## src/design/timed_position_history_interp_assert.svh

```systemverilog
// Assertion helpers used by tphi_back. Clock aclk, reset aresetn.
`ifndef TIMED_POSITION_HISTORY_INTERP_ASSERT_SVH
`define TIMED_POSITION_HISTORY_INTERP_ASSERT_SVH

// same-cycle implication
`define TPHI_ASSERT_IMPL(lbl, ante, cons) \
    lbl: assert property (@(posedge aclk) disable iff (!aresetn) (ante) |-> (cons)) \
        else $error("tphi check failed");

// next-cycle implication
`define TPHI_ASSERT_NEXT(lbl, ante, cons) \
    lbl: assert property (@(posedge aclk) disable iff (!aresetn) (ante) |=> (cons)) \
        else $error("tphi check failed");

`endif

```

## src/design/tphi_pkg.sv

```systemverilog
package tphi_pkg;

    localparam int TIME_W = 32;
    localparam int POS_W  = 32;

    typedef struct packed {
        logic [POS_W-1:0]  z;
        logic [POS_W-1:0]  y;
        logic [POS_W-1:0]  x;
        logic [TIME_W-1:0] time_value;
    } sample_t;

    typedef struct packed {
        logic    is_query;
        sample_t sample;
    } item_t;

    typedef enum logic [2:0] {
        ST_IDLE,
        ST_FIRST,
        ST_LAST,
        ST_SCAN,
        ST_KSEL,
        ST_DIV,
        ST_MUL,
        ST_ADD
    } state_t;

endpackage

```

## src/design/tphi_queue.sv

```systemverilog
module tphi_queue
    import tphi_pkg::*;
(
    input  logic  aclk,
    input  logic  aresetn,
    input  logic  in_valid,
    output logic  in_ready,
    input  item_t in_item,
    output logic  out_valid,
    output item_t out_item,
    input  logic  out_pop
);

    item_t      entry_reg [2];
    logic       wr_ptr_reg;
    logic       rd_ptr_reg;
    logic [1:0] fill_reg;
    logic       push;
    logic       pop;

    assign in_ready  = (fill_reg != 2'd2);
    assign out_valid = (fill_reg != 2'd0);
    assign out_item  = entry_reg[rd_ptr_reg];
    assign push      = in_valid && in_ready;
    assign pop       = out_pop && out_valid;

    always_ff @(posedge aclk) begin
        if (!aresetn) begin
            wr_ptr_reg <= 1'b0;
            rd_ptr_reg <= 1'b0;
            fill_reg   <= 2'd0;
        end else begin
            if (push) begin
                wr_ptr_reg <= !wr_ptr_reg;
            end
            if (pop) begin
                rd_ptr_reg <= !rd_ptr_reg;
            end
            fill_reg <= fill_reg + {1'b0, push} - {1'b0, pop};
        end
    end

    always_ff @(posedge aclk) begin
        if (push) begin
            entry_reg[wr_ptr_reg] <= in_item;
        end
    end

endmodule

```

## config.mk

```make
export PLATFORM = sky130hd
export DESIGN_NAME = tphi_queue
export DESIGN_NICKNAME = d
export VERILOG_FILES = /design/src/design/timed_position_history_interp_assert.svh /design/src/design/tphi_pkg.sv /design/src/design/tphi_queue.sv
export SDC_FILE = /design/constraint.sdc
export NUM_CORES = 1
export LEC_CHECK = 0
export BUFFER_PORTS_ARGS = -buffer_cell sky130_fd_sc_hd__buf_4
export CAP_MARGIN = 20
export CORE_ASPECT_RATIO = 1.4
export CORE_MARGIN = 3
export CORE_UTILIZATION = 48
export CTS_CLUSTER_SIZE = 28
export DETAILED_ROUTE_END_ITERATION = 8
export GPL_TIMING_DRIVEN = 0
export MAX_ROUTING_LAYER = met4
export PLACE_DENSITY_LB_ADDON = 0.3
export SLEW_MARGIN = 15
export SYNTH_ARGS = -nofsm -noshare
export SYNTH_HDL_FRONTEND = slang
export SYNTH_SLANG_ARGS = --single-unit
```

## constraint.sdc

```tcl
create_clock -name aclk -period 4.4 [get_ports aclk]
set_input_delay 0.66 -clock aclk [delete_from_list [all_inputs] [get_ports aclk]]
set_output_delay 0.66 -clock aclk [all_outputs]
set_load 0.01 [all_outputs]
```

# Yosys cells after proc, flatten, opt, wreduce, memory -nomap -nowiden
# Memory sizes are Yosys's and may differ from the RTL's. A register that Yosys moved wholly into a read port is not among the register bits.
# Index checks and enable logic that the tools add are counted.
[classes]
n_reduce_logical = 5
mux = 4
n_eq_ne = 1
addsub = 2
[op_table]
columns = ["operator", "count"]
rows = [
  ["$mux W1", 4],
  ["$add A2 B1 Y2", 1],
  ["$logic_and A1 B1 Y1", 2],
  ["$logic_not A1 Y1", 2],
  ["$ne A2 B2 Y1 const B", 1],
  ["$reduce_bool A2 Y1", 1],
  ["$sub A2 B1 Y2", 1],
]
[word_totals]
ram_bits = 258
inputBits = 133
register_bits = 4
n_memories = 1
output_inout_bits = 131
[memory_table]
columns = ["memory", "words", "width", "read_ports", "rd_clocked_by_memory_dff", "write_ports", "line_no", "text"]
rows = [
  ["entry_reg", 2, 129, 1, 1, 1, "tphi_queue.sv:14", "item_t entry_reg [2];"],
]

# Logic depth before layout (Yosys ltp)
# Gate-level depths: netlist of the first run.
[depth]
ltp_word = 4
mapped_depth = 6
mapped_depth_nobuf = 6

# Worst setup path after synthesis of the first run
# No wires, ideal clock.
[synth_path]
kind = "input port to flip-flop"
startpoint = "in in_valid"
endpoint = "mem entry_reg[1][0] (netlist bit) (enable)"
path_slack_ps = 217
n_path_buf = 0
arrival_ps = 3679
path_stages = 1
setup_ps = 504
path_cell_list = "and3_1"
[synth_via]
elab_chain_cells = 3
[synth_rtl]
columns = ["item", "line_no", "text"]
rows = [
  ["start: declaration", "tphi_queue.sv:6", "input logic in_valid,"],
  ["$logic_and A1 B1 Y1", "tphi_queue.sv:24", "assign push = in_valid && in_ready;"],
  ["$mux W1", "tphi_queue.sv:44", "if (push) begin"],
  ["$mux W1 (implied by the code)", "tphi_queue.sv:45", "entry_reg[wr_ptr_reg] <= in_item;"],
  ["end: declaration", "tphi_queue.sv:14", ""],
]
# Every way passes these cells.

==> impl_results.md, run 1 <==
- Result of the run: complete, no violations
- Final count of hold timing violations: 0
- Internal cell power: 5.48 mW
- Die Span X: roughly 130 um
- Part of the total power dissipated in the clock network: a little under a third
- Routed length per placed instance: between 15 and 20 um
- Maximum clock frequency: 408 MHz
- Sw Pwr: 1.71 mW
- Hold slack: about 330 ps
- Clock Root Buffer: sky130_fd_sc_hd__clkbuf_16
- Number of enable flip-flop cells after synthesis: between 200 and 300
- Height of the die: between 150 and 200 um
- Met2 layer usage reported by global route: around 30%
- Clock sink count: 263
- Clk buf depth: 3
- Largest voltage drop on the vdd net: 0.000369 V
- Endpoint arrival time on the critical path: about 1800 ps
- Most used routing layer in global routing: met2
- Final-report max-slew violation count: 0
- Maximum number of pins on one net before global-route repair: 72
- Post-cts resize count: 0
- Cells taking the most area after synthesis: sky130_fd_sc_hd__edfxtp_1, sky130_fd_sc_hd__mux2_4, sky130_fd_sc_hd__buf_12, sky130_fd_sc_hd__mux2_2, sky130_fd_sc_hd__dfxtp_1
- Antenna Cells: 0
- Leakage Power: 5.23 nW
- Part of the total power dissipated in combinational logic: 25.2%
- Worst clock skew: 8.15 ps
- Filler-free cell count of the finished design: 999
- Number of unique standard cell types used by synthesis: 27
- Final WS setup: slightly below 2000 ps
- CTS buffer count: 26
- Share of synthesized registers carrying an async set or reset: 0%
- Power per standard cell area: 536 nW/um^2
- Number of maximum-capacitance violations: 0
- Post-Syn Nets: 565
- Most common cell in the netlist: sky130_fd_sc_hd__edfxtp_1
- Seq/Total Area, Yosys: 77.4%
- Max-slew headroom: 53.4%
- CTS Hold Buffers Added: 0
- Most frequent cells after synthesis: sky130_fd_sc_hd__edfxtp_1, sky130_fd_sc_hd__mux2_4, sky130_fd_sc_hd__mux2_2, sky130_fd_sc_hd__buf_12, sky130_fd_sc_hd__dfxtp_1
- Kind of start point of the critical path: flip-flop
- Number of top-level design ports: 264
- Path category of the worst min-delay check: input pin to flip-flop
- H-Tree Level Count: 1
- Final GP Congestion: 0.765
- RSZ-0062 raised after global routing: no
- Met1 layer usage reported by global route: between 10% and 20%
- Via/cell ratio: ~5.0
- Core Rows: 62
- Count of mapped cells out of synthesis: 431
- Post-route total power: 7.19 mW
- Slew at the pin closest to its max-slew limit: 699 ps
- Initial drt markers: ~220
- Overflow left after global routing: 0
- Clock tree from TritonCTS: built
- Crit path largest cell delay: about 400 ps
- GRT Overall Usage: between 15 and 20%
- Number of antenna violations at the first check in global routing: 0
- Worst setup EP type: output pin
- First-pass GRT wire length: 28.3 mm
- CTS clk-pin slew, worst paths: 60 ps
- Crit path max-delay cell type: sky130_fd_sc_hd__dfxtp_1
- Net switching share of the total power: 23.8%
- Share of layout cells above drive strength 1: between 60% and 70%
- Mean Syn Cell Area: 23.5 sq um
- Flip-flop cell with the highest count after synthesis: sky130_fd_sc_hd__edfxtp_1
- Required time at the worst-slack endpoint: between 3000 and 4000 ps
- Most used cell along the critical path: sky130_fd_sc_hd__buf_12
- Setup slack after placement: ~2000 ps
- Core Footprint: 20600 sq um
- Worst-path cell chain: buf_12 -> buf_12 -> mux2_4 -> buf_4
- Filler cells: 1434
- Area fraction of the dominant cell type after synthesis: 76.4%
- Final Net Count: 859
- Half-perimeter wire length of the detailed placement result: 13.2 mm
- Dpl cells: 953
- Wirelength, routed: 19.5 mm
- Full die area: around 23000 sq um
- Post-route minimum period: approximately 2500 ps
- Buffers inserted during post-CTS setup optimization: 0
- Number of warnings issued by yosys: 0
- Drc violations: 0
- Max reg flops: 258
- Number of flip-flops and latches in the synthesized netlist: 263
- Worst setup path category: flip-flop to output pin
- Total vias in the final route: 5018
- Setup violation total in the final timing report: 0
- Via count of the first global-routing pass: 5426
- Maximum fanout count along the critical path: 10
- Mapped Area: 10100 sq um
- # port buffers: 263
- First-pass DRT Iterations: 4
- Portion of the clock cycle consumed by the worst path in the final layout: 55.7%
- Clock network latency to the later pin of the worst-skew pair: between 500 and 600 ps
- Total Neg Setup Slack: 0 ps
- Sequential power share: a little over two fifths
- Antenna violation net count after detailed routing: 0
- Met3 capacity usage during global routing: between 3 and 4%
- Starting Density: 49.1%
- Post-synthesis to final-layout area growth: 32.3%
- Largest area contributor in the synthesized netlist: sky130_fd_sc_hd__edfxtp_1
==> logic make-up after synthesis <==
| family | synth area share [%] |
|---|---|
| AOI/OAI and AO/OA | 0.432 |
| xor gates and xnor gates | 0.0864 |
| adders and majority gates | 0.123 |
| buffers and inverters | 2.58 |
| DFF | 77.4 |
| muxes | 18.4 |
| and+or+nand+nor | 0.938 |
==> final timing paths <==
| kind | startpoint | end | slack (ps) | cells past startpoint |
|---|---|---|---|---|
| setup / recovery | flip-flop | out_item[24] | 1950 | 4 |
| hold / removal | in_item[38] | entry_reg[0][38]$_DFFE_PP_ | 330 | 1 |
| setup reg to reg | fill_reg[0]$_SDFF_PN0_ | entry_reg[1][34]$_DFFE_PP_ | 2140 | 4 |
| hold reg to reg | rd_ptr_reg$_SDFFE_PN0P_ | flip-flop | 520 | 2 |
==> power groups by stage <==
| stage | logic, mW | clock network, mW | registers [mW] |
|---|---|---|---|
| after floorplan | 1.09 | 0 | 3.17 |
| after global placement | 1.78 | 0 | 3.20 |
| after detailed placement | 1.83 | 0 | 3.17 |
| after CTS | 1.84 | 2.32 | 3.11 |
| after global routing | 1.91 | 2.43 | 3.13 |
| final | 1.81 | 2.27 | 3.11 |
==> per-stage QoR <==
| stage | area (sq um) | util, % |
|---|---|---|
| 6_report | 13400 | 65.0 |
| 5_1_grt | 13400 | 65.0 |
| 2_1_floorplan | 10100 | - |
| 3_5_place_dp | 12500 | 60.6 |
| 4_1_cts | 13400 | 65.0 |
| 3_3_place_gp | 12400 | 60.2 |
==> worst max-delay path, delay by kind of cell (launching register included) <==
kind,cells,cell delay (ps)
buffers and inverters,3,550
DFF,1,410
muxes,1,310
==> metal layers <==
layer / part of all wire, % / vias up
li1: - / 2306
met1: 34 / 2476
met2: 56 / 187
met3: 6.4 / 49
met4: 3.8 / 0
met5: 0 / -
==> final cells by class <==
type                    instances  area [sq um]  area share, %
clock inverters                12           158           1.18
repair buffers                266          2050           15.3
well taps                     256           320           2.39
flip-flops and latches        263          7850           58.5
inverters                       2          12.5         0.0933
plain buffers                  14           254           1.89
clock buffers                  34           732           5.46
multi-input cells             152          2030           15.1
==> cells in the final DEF, fill, tap and decap left out, types with 3 or more instances in the layout <==
cell                          n
sky130_fd_sc_hd__buf_12      12
sky130_fd_sc_hd__buf_4      264
sky130_fd_sc_hd__bufinv_16    4
sky130_fd_sc_hd__clkbuf_1     4
sky130_fd_sc_hd__clkbuf_16   27
sky130_fd_sc_hd__clkbuf_8     3
sky130_fd_sc_hd__clkinv_1     4
sky130_fd_sc_hd__clkinv_2     3
sky130_fd_sc_hd__dfxtp_1      5
sky130_fd_sc_hd__edfxtp_1   258
sky130_fd_sc_hd__mux2_2      19
sky130_fd_sc_hd__mux2_4     110
sky130_fd_sc_hd__nor2_1       4
(Power assumes the default switching activity.)
==> run 2: changes to the inputs <==
--- a/config.mk
+++ b/config.mk
@@ -9,7 +9,7 @@
 export CAP_MARGIN = 20
 export CORE_ASPECT_RATIO = 1.4
 export CORE_MARGIN = 3
-export CORE_UTILIZATION = 48
+export CORE_UTILIZATION = 50
 export CTS_CLUSTER_SIZE = 28
 export DETAILED_ROUTE_END_ITERATION = 8
 export GPL_TIMING_DRIVEN = 0
==> constraint.sdc (replaced) <==
create_clock -name aclk -period 2.4 [get_ports aclk]
set_input_delay 0.36 -clock aclk [delete_from_list [all_inputs] [get_ports aclk]]
set_output_delay 0.36 -clock aclk [all_outputs]
set_load 0.01 [all_outputs]
==> impl_results.md, run 2 (same netlist as run 1, synthesis figures left out) <==
- Initial drt markers: 306 (was 219)
- Core Rows: 61 (was 62)
- Post-cts resize count: 0 (unchanged)
- Routed length per placed instance: 19.4 um (was 19.5 um)
- Largest voltage drop on the vdd net: 0.000704 V (was 0.000369 V)
- First-pass GRT wire length: 29.5 mm (was 28.3 mm)
- Maximum number of pins on one net before global-route repair: 59 (was 72)
- Clk buf depth: 3 (unchanged)
- Placed inst area: 12600 sq um (was 12500 sq um)
- Share of layout cells above drive strength 1: 61.4% (was 60.8%)
- Crit Reg-Reg Endpoint: entry_reg[0][116]$_DFFE_PP_ (was entry_reg[1][34]$_DFFE_PP_)
- Worst setup EP type: flip-flop (was output pin)
- Full die area: 22000 sq um (was 22900 sq um)
- Via count of the first global-routing pass: 5454 (was 5426)
- R2R setup slack: 230 ps (was 2140 ps)
- Half-perimeter wire length of the detailed placement result: 13.6 mm (was 13.2 mm)
- GRT Overall Usage: 17.6% (was 16.5%)
- H-Tree Level Count: 1 (unchanged)
- Worst-path cell chain: nand2b_4 -> nand3b_1 -> clkinvlp_4 -> buf_16 -> buf_16 -> buf_12 (was buf_12 -> buf_12 -> mux2_4 -> buf_4)
- Wirelength, routed: 19.3 mm (was 19.5 mm)
- Crit path max-delay cell type: sky130_fd_sc_hd__clkinvlp_4 (was sky130_fd_sc_hd__dfxtp_1)
- Setup slack after placement: 165 ps (was 2000 ps)
- Number of maximum-capacitance violations: 0 (unchanged)
- Final GP Congestion: 0.728 (was 0.765)
- Power per standard cell area: 967 nW/um^2 (was 536 nW/um^2)
- Required time at the worst-slack endpoint: 2650 ps (was 3740 ps)
- Final-report max-slew violation count: 0 (unchanged)
- RSZ-0062 raised after global routing: no (unchanged)
- Worst clock skew: 12.7 ps (was 8.15 ps)
- Post-synthesis to final-layout area growth: 32.4% (was 32.3%)
- CTS buffer count: 25 (was 26)
- Buf+Inv Stages, Crit Path: 4 (was 3)
- Total Neg Setup Slack: 0 ps (unchanged)
- Leakage Power: 5.23 nW (about the same)
- First-pass DRT Iterations: 4 (unchanged)
- Worst setup path category: flip-flop to flip-flop (was flip-flop to output pin)
- Starting Density: 50.9% (was 49.1%)
- Final cell utilization of the core: 67.4% (was 65.0%)
- CTS Hold Buffers Added: 0 (unchanged)
- Antenna violation net count after detailed routing: 0 (unchanged)
- Critical path depth in cells: 6 (was 4)
- Layout Cell Area excl Fill: 13400 sq um (about the same)
- Critical Path End: entry_reg[0][116]$_DFFE_PP_ (was out_item[24])
- Post-route minimum period: 2170 ps
- Number of top-level design ports: 264 (unchanged)
- Number of antenna violations at the first check in global routing: 0 (unchanged)
- # port buffers: 263 (unchanged)
- Dpl cells: 952 (was 953)
- Clock Root Buffer: sky130_fd_sc_hd__clkbuf_16 (unchanged)
- Antenna Cells: 0 (unchanged)
- Slew at the pin closest to its max-slew limit: 567 ps (was 699 ps)
- Result of the run: complete, no violations (unchanged)
- Highest-count cells in the layout ignoring fill and taps: sky130_fd_sc_hd__buf_4, sky130_fd_sc_hd__edfxtp_1, sky130_fd_sc_hd__mux2_4 (unchanged)
- R2r worst-path depth: 6 (was 4)
- Portion of the clock cycle consumed by the worst path in the final layout: 90.3%
- Final Net Count: 861 (was 859)
- Commonest non-fill, non-tap cell in the layout: sky130_fd_sc_hd__buf_4 (unchanged)
- Path category of the worst min-delay check: input pin to flip-flop (unchanged)
- Origin of the critical flop-to-flop path: fill_reg[0]$_SDFF_PN0_ (unchanged)
- Filler-free cell count of the finished design: 996 (was 999)
- Clock sink count: 263 (unchanged)
- Total vias in the final route: 5022 (was 5018)
- Height of the die: 174 um (was 178 um)
- Overflow left after global routing: 0 (unchanged)
- Max reg flops: 258 (unchanged)
- Final WS setup: 233 ps (was 1950 ps)
- Drc violations: 0 (unchanged)
- Final count of hold timing violations: 0 (unchanged)
- Clock network latency to the later pin of the worst-skew pair: 510 ps (about the same)
- Die Span X: 126 um (was 129 um)
- Maximum fanout count along the critical path: 36 (was 10)
- Hold slack: 36.8 ps (was 328 ps)
- Buffers inserted during post-CTS setup optimization: 0 (unchanged)
- Crit path largest cell delay: 500 ps (was 410 ps)
- Kind of start point of the critical path: flip-flop (unchanged)
- Clock tree from TritonCTS: built (unchanged)
- Most used cell along the critical path: sky130_fd_sc_hd__buf_16 (was sky130_fd_sc_hd__buf_12)
- Setup violation total in the final timing report: 0 (unchanged)
- CTS clk-pin slew, worst paths: 60 ps (about the same)
- Max-slew headroom: 62.1% (was 53.4%)
- Endpoint arrival time on the critical path: 2410 ps (was 1790 ps)
- Maximum clock frequency: 462 MHz
- Setup crit start: fill_reg[0]$_SDFF_PN0_
- Core Footprint: 19900 sq um (was 20600 sq um)
- Via/cell ratio: 5.04 (was 5.02)
- Post-route total power: 13.0 mW (was 7.19 mW)
- Crit path max-delay family: buffers and inverters (unchanged)
## run 2: changes by cell type in the layout (fill, tap and decap cells not counted), sizes merged
cell      before  now
buf          280  283
bufinv         4    3
clkbuf        34   35
clkinv         7    5
clkinvlp       1    2
inv            2    1
## run 2: layout make-up
type / count / area (sq um)
flip-flops and latches: 263 / 7850
fillers: 1358 / 6500
repair buffers: 269 / 2120
multi-input cells: 152 / 2040
clock buffers: 35 / 703
well taps: 252 / 315
plain buffers: 14 / 254
clock inverters: 9 / 125
inverters: 2 / 11.3
## run 2: how the worst min path moves through the flow
| stage | startpoint | endpoint | slack, ps | depth (start not counted) |
|---|---|---|---|---|
| after global placement | rd_ptr_reg$_SDFFE_PN0P_ | flip-flop | 490 | 2 |
| after global routing | in_item[113] | entry_reg[0][113]$_DFFE_PP_ | 10 | 1 |
| after detailed placement | rd_ptr_reg$_SDFFE_PN0P_ | flip-flop | 510 | 2 |
| final | in_item[88] | entry_reg[0][88]$_DFFE_PP_ | 40 | 1 |
| after floorplan | in_item[0] | entry_reg[0][0]$_DFFE_PP_ | 460 | 0 |
| after CTS | in_item[88] | entry_reg[0][88]$_DFFE_PP_ | 4 | 1 |
## run 2: where the power goes
part	internal, mW	switching, mW
logic	1.95	1.42
registers	5.58	0.127
clock network	2.36	1.55
total	9.88	3.10
## run 2: layer usage
metal / wire length (um) / vias up / global-route usage (%)
met5: 0 / - / -
met4: 712 / 0 / 6.84
met3: 1420 / 44 / 4.15
met2: 10400 / 192 / 30.6
met1: 6790 / 2477 / 19.6
li1: - / 2309 / -
==> run 3: changes to the inputs <==
--- a/config.mk
+++ b/config.mk
@@ -12,7 +12,6 @@
 export CORE_UTILIZATION = 50
 export CTS_CLUSTER_SIZE = 28
 export DETAILED_ROUTE_END_ITERATION = 8
-export GPL_TIMING_DRIVEN = 0
 export MAX_ROUTING_LAYER = met4
 export PLACE_DENSITY_LB_ADDON = 0.3
 export SLEW_MARGIN = 15
==> impl_results.md, run 3 (same netlist as run 1, synthesis figures left out) <==
- CTS Hold Buffers Added: 0 (unchanged)
- Clk buf depth: 3 (unchanged)
- Kind of start point of the critical path: flip-flop (unchanged)
- Height of the die: 174 um (unchanged)
- Final-report max-slew violation count: 0 (unchanged)
- Post-cts resize count: 0 (unchanged)
- Final Net Count: 847 (was 861)
- Max-slew headroom: 59.9% (was 62.1%)
- Share of layout cells above drive strength 1: 60.9% (was 61.4%)
- Core Rows: 61 (unchanged)
- Buffers inserted during post-CTS setup optimization: 0 (unchanged)
- Commonest non-fill, non-tap cell in the layout: sky130_fd_sc_hd__buf_4 (unchanged)
- Placed inst area: 12300 sq um (was 12600 sq um)
- Antenna violation net count after detailed routing: 0 (unchanged)
- Maximum number of pins on one net before global-route repair: 87 (was 59)
- Path category of the worst min-delay check: input pin to flip-flop (unchanged)
- First-pass GRT wire length: 28.5 mm (was 29.5 mm)
- Portion of the clock cycle consumed by the worst path in the final layout: 94.0% (was 90.3%)
- Buf+Inv Stages, Crit Path: 2 (was 4)
- CTS buffer count: 24 (was 25)
- Worst setup path category: flip-flop to output pin (was flip-flop to flip-flop)
- Wirelength, routed: 18.9 mm (was 19.3 mm)
- Core Footprint: 19900 sq um (unchanged)
- Layout Cell Area excl Fill: 13200 sq um (was 13400 sq um)
- Filler-free cell count of the finished design: 983 (was 996)
- Clock network latency to the later pin of the worst-skew pair: 500 ps (was 510 ps)
- Sequential cell area: 7850 sq um (about the same)
- Power per standard cell area: 970 nW/um^2 (was 967 nW/um^2)
- Number of antenna violations at the first check in global routing: 2 (was 0)
- Number of top-level design ports: 264 (unchanged)
- Hold path startpoint: in_item[105] (was in_item[88])
- Total vias in the final route: 4936 (was 5022)
- Result of the run: complete, no violations (unchanged)
- Overflow left after global routing: 0 (unchanged)
- Maximum clock frequency: 443 MHz (was 462 MHz)
- Half-perimeter wire length of the detailed placement result: 12.9 mm (was 13.6 mm)
- Clock tree from TritonCTS: built (unchanged)
- Total Neg Setup Slack: 0 ps (unchanged)
- Drc violations: 0 (unchanged)
- Filler cells: 1311 (was 1358)
- GRT Overall Usage: 17.0% (was 17.6%)
- Initial drt markers: 267 (was 306)
- Max reg flops: 258 (unchanged)
- Final GP Congestion: 0.739 (was 0.728)
- # port buffers: 263 (unchanged)
- Via count of the first global-routing pass: 5238 (was 5454)
- Clock Root Buffer: sky130_fd_sc_hd__clkbuf_16 (unchanged)
- Starting Density: 50.9% (unchanged)
- First-pass DRT Iterations: 4 (unchanged)
- Crit path largest cell delay: 410 ps (was 500 ps)
- Post-route minimum period: 2260 ps (was 2170 ps)
- Crit path max-delay family: buffers and inverters (unchanged)
- Worst setup EP type: output pin (was flip-flop)
- Post-synthesis to final-layout area growth: 29.9% (was 32.4%)
- Routed length per placed instance: 19.2 um (was 19.4 um)
- Leakage Power: 5.11 nW (was 5.23 nW)
- Die Span X: 126 um (unchanged)
- Setup violation total in the final timing report: 0 (unchanged)
- Final count of hold timing violations: 0 (unchanged)
- Endpoint arrival time on the critical path: 1900 ps (was 2410 ps)
- H-Tree Level Count: 1 (unchanged)
- Maximum fanout count along the critical path: 74 (was 36)
- Full die area: 22000 sq um (unchanged)
- Final cell utilization of the core: 66.1% (was 67.4%)
- Via/cell ratio: 5.02 (was 5.04)
- Largest voltage drop on the vdd net: 0.000684 V (was 0.000704 V)
- Crit path max-delay cell type: sky130_fd_sc_hd__buf_12 (was sky130_fd_sc_hd__clkinvlp_4)
- RSZ-0062 raised after global routing: no (unchanged)
- CTS clk-pin slew, worst paths: 60 ps (about the same)
- Worst-path cell chain: buf_12 -> mux2_4 -> buf_4 (was nand2b_4 -> nand3b_1 -> clkinvlp_4 -> buf_16 -> buf_16 -> buf_12)
- Area of the multi-input gates: 2040 sq um (unchanged)
- Highest-count cells in the layout ignoring fill and taps: sky130_fd_sc_hd__buf_4, sky130_fd_sc_hd__edfxtp_1, sky130_fd_sc_hd__mux2_4 (unchanged)
- Origin of the critical flop-to-flop path: fill_reg[0]$_SDFF_PN0_ (unchanged)
- Worst clock skew: 8.82 ps (was 12.7 ps)
- Clock sink count: 263 (unchanged)
- Slew at the pin closest to its max-slew limit: 601 ps (was 567 ps)
- Required time at the worst-slack endpoint: 2040 ps (was 2650 ps)
- Dpl cells: 939 (was 952)
- Number of maximum-capacitance violations: 0 (unchanged)
run 3: changes by cell type in the layout (fill, tap and decap cells not counted), moves of 2 or more:
cell	change
sky130_fd_sc_hd__diode_2	+2
sky130_fd_sc_hd__clkbuf_8	-4
sky130_fd_sc_hd__buf_16	-4
sky130_fd_sc_hd__bufinv_16	+2
sky130_fd_sc_hd__clkinv_1	+2
sky130_fd_sc_hd__clkbuf_1	-3
sky130_fd_sc_hd__buf_12	-7
run 3: worst paths after layout:
path | to | slack, ps | cells after the start
setup / recovery | out_item[41] | 140 | 3
hold / removal | entry_reg[1][105]$_DFFE_PP_ | 40 | 1
setup reg to reg | entry_reg[0][121]$_DFFE_PP_ | 680 | 4
hold reg to reg | rd_ptr_reg$_SDFFE_PN0P_ | 510 | 2
run 3: through the flow:
stage | worst slack (ps) | power (mW) | hold slack (ps)
2_1_floorplan | -537 | 7.80 | 459
3_3_place_gp | 661 | 8.87 | 488
4_1_cts | 103 | 12.9 | 14.0
5_1_grt | 71.6 | 13.3 | 17.4
6_report | 145 | 12.8 | 38.9
3_5_place_dp | 637 | 8.95 | 488
run 3: cell type report:
class	instances	share of cell area, %
Sequential cell	263	59.7
Timing Repair Buffer	270	16.0
Multi-Input combinational cell	152	15.5
Clock buffer	28	4.84
Tap cell	252	2.40
Clock inverter	14	1.50
Inverter	2	0.0856
Antenna cell	2	0.0380
run 3: layer usage:
layer | vias up | wire (um) | GRT usage [%] | share of wire (%)
met2 | 189 | 10200 | 30.0 | 54
met5 | - | 0 | - | 0
met3 | 40 | 1230 | 3.63 | 6.5
li1 | 2282 | - | - | -
met1 | 2425 | 6720 | 19.0 | 36
met4 | 0 | 705 | 6.44 | 3.7
run 3: power breakdown:
part	switching, mW	internal [mW]	total, mW
sequential	0.128	5.58	5.71
combinational	1.36	1.74	3.10
clock	1.53	2.43	3.96
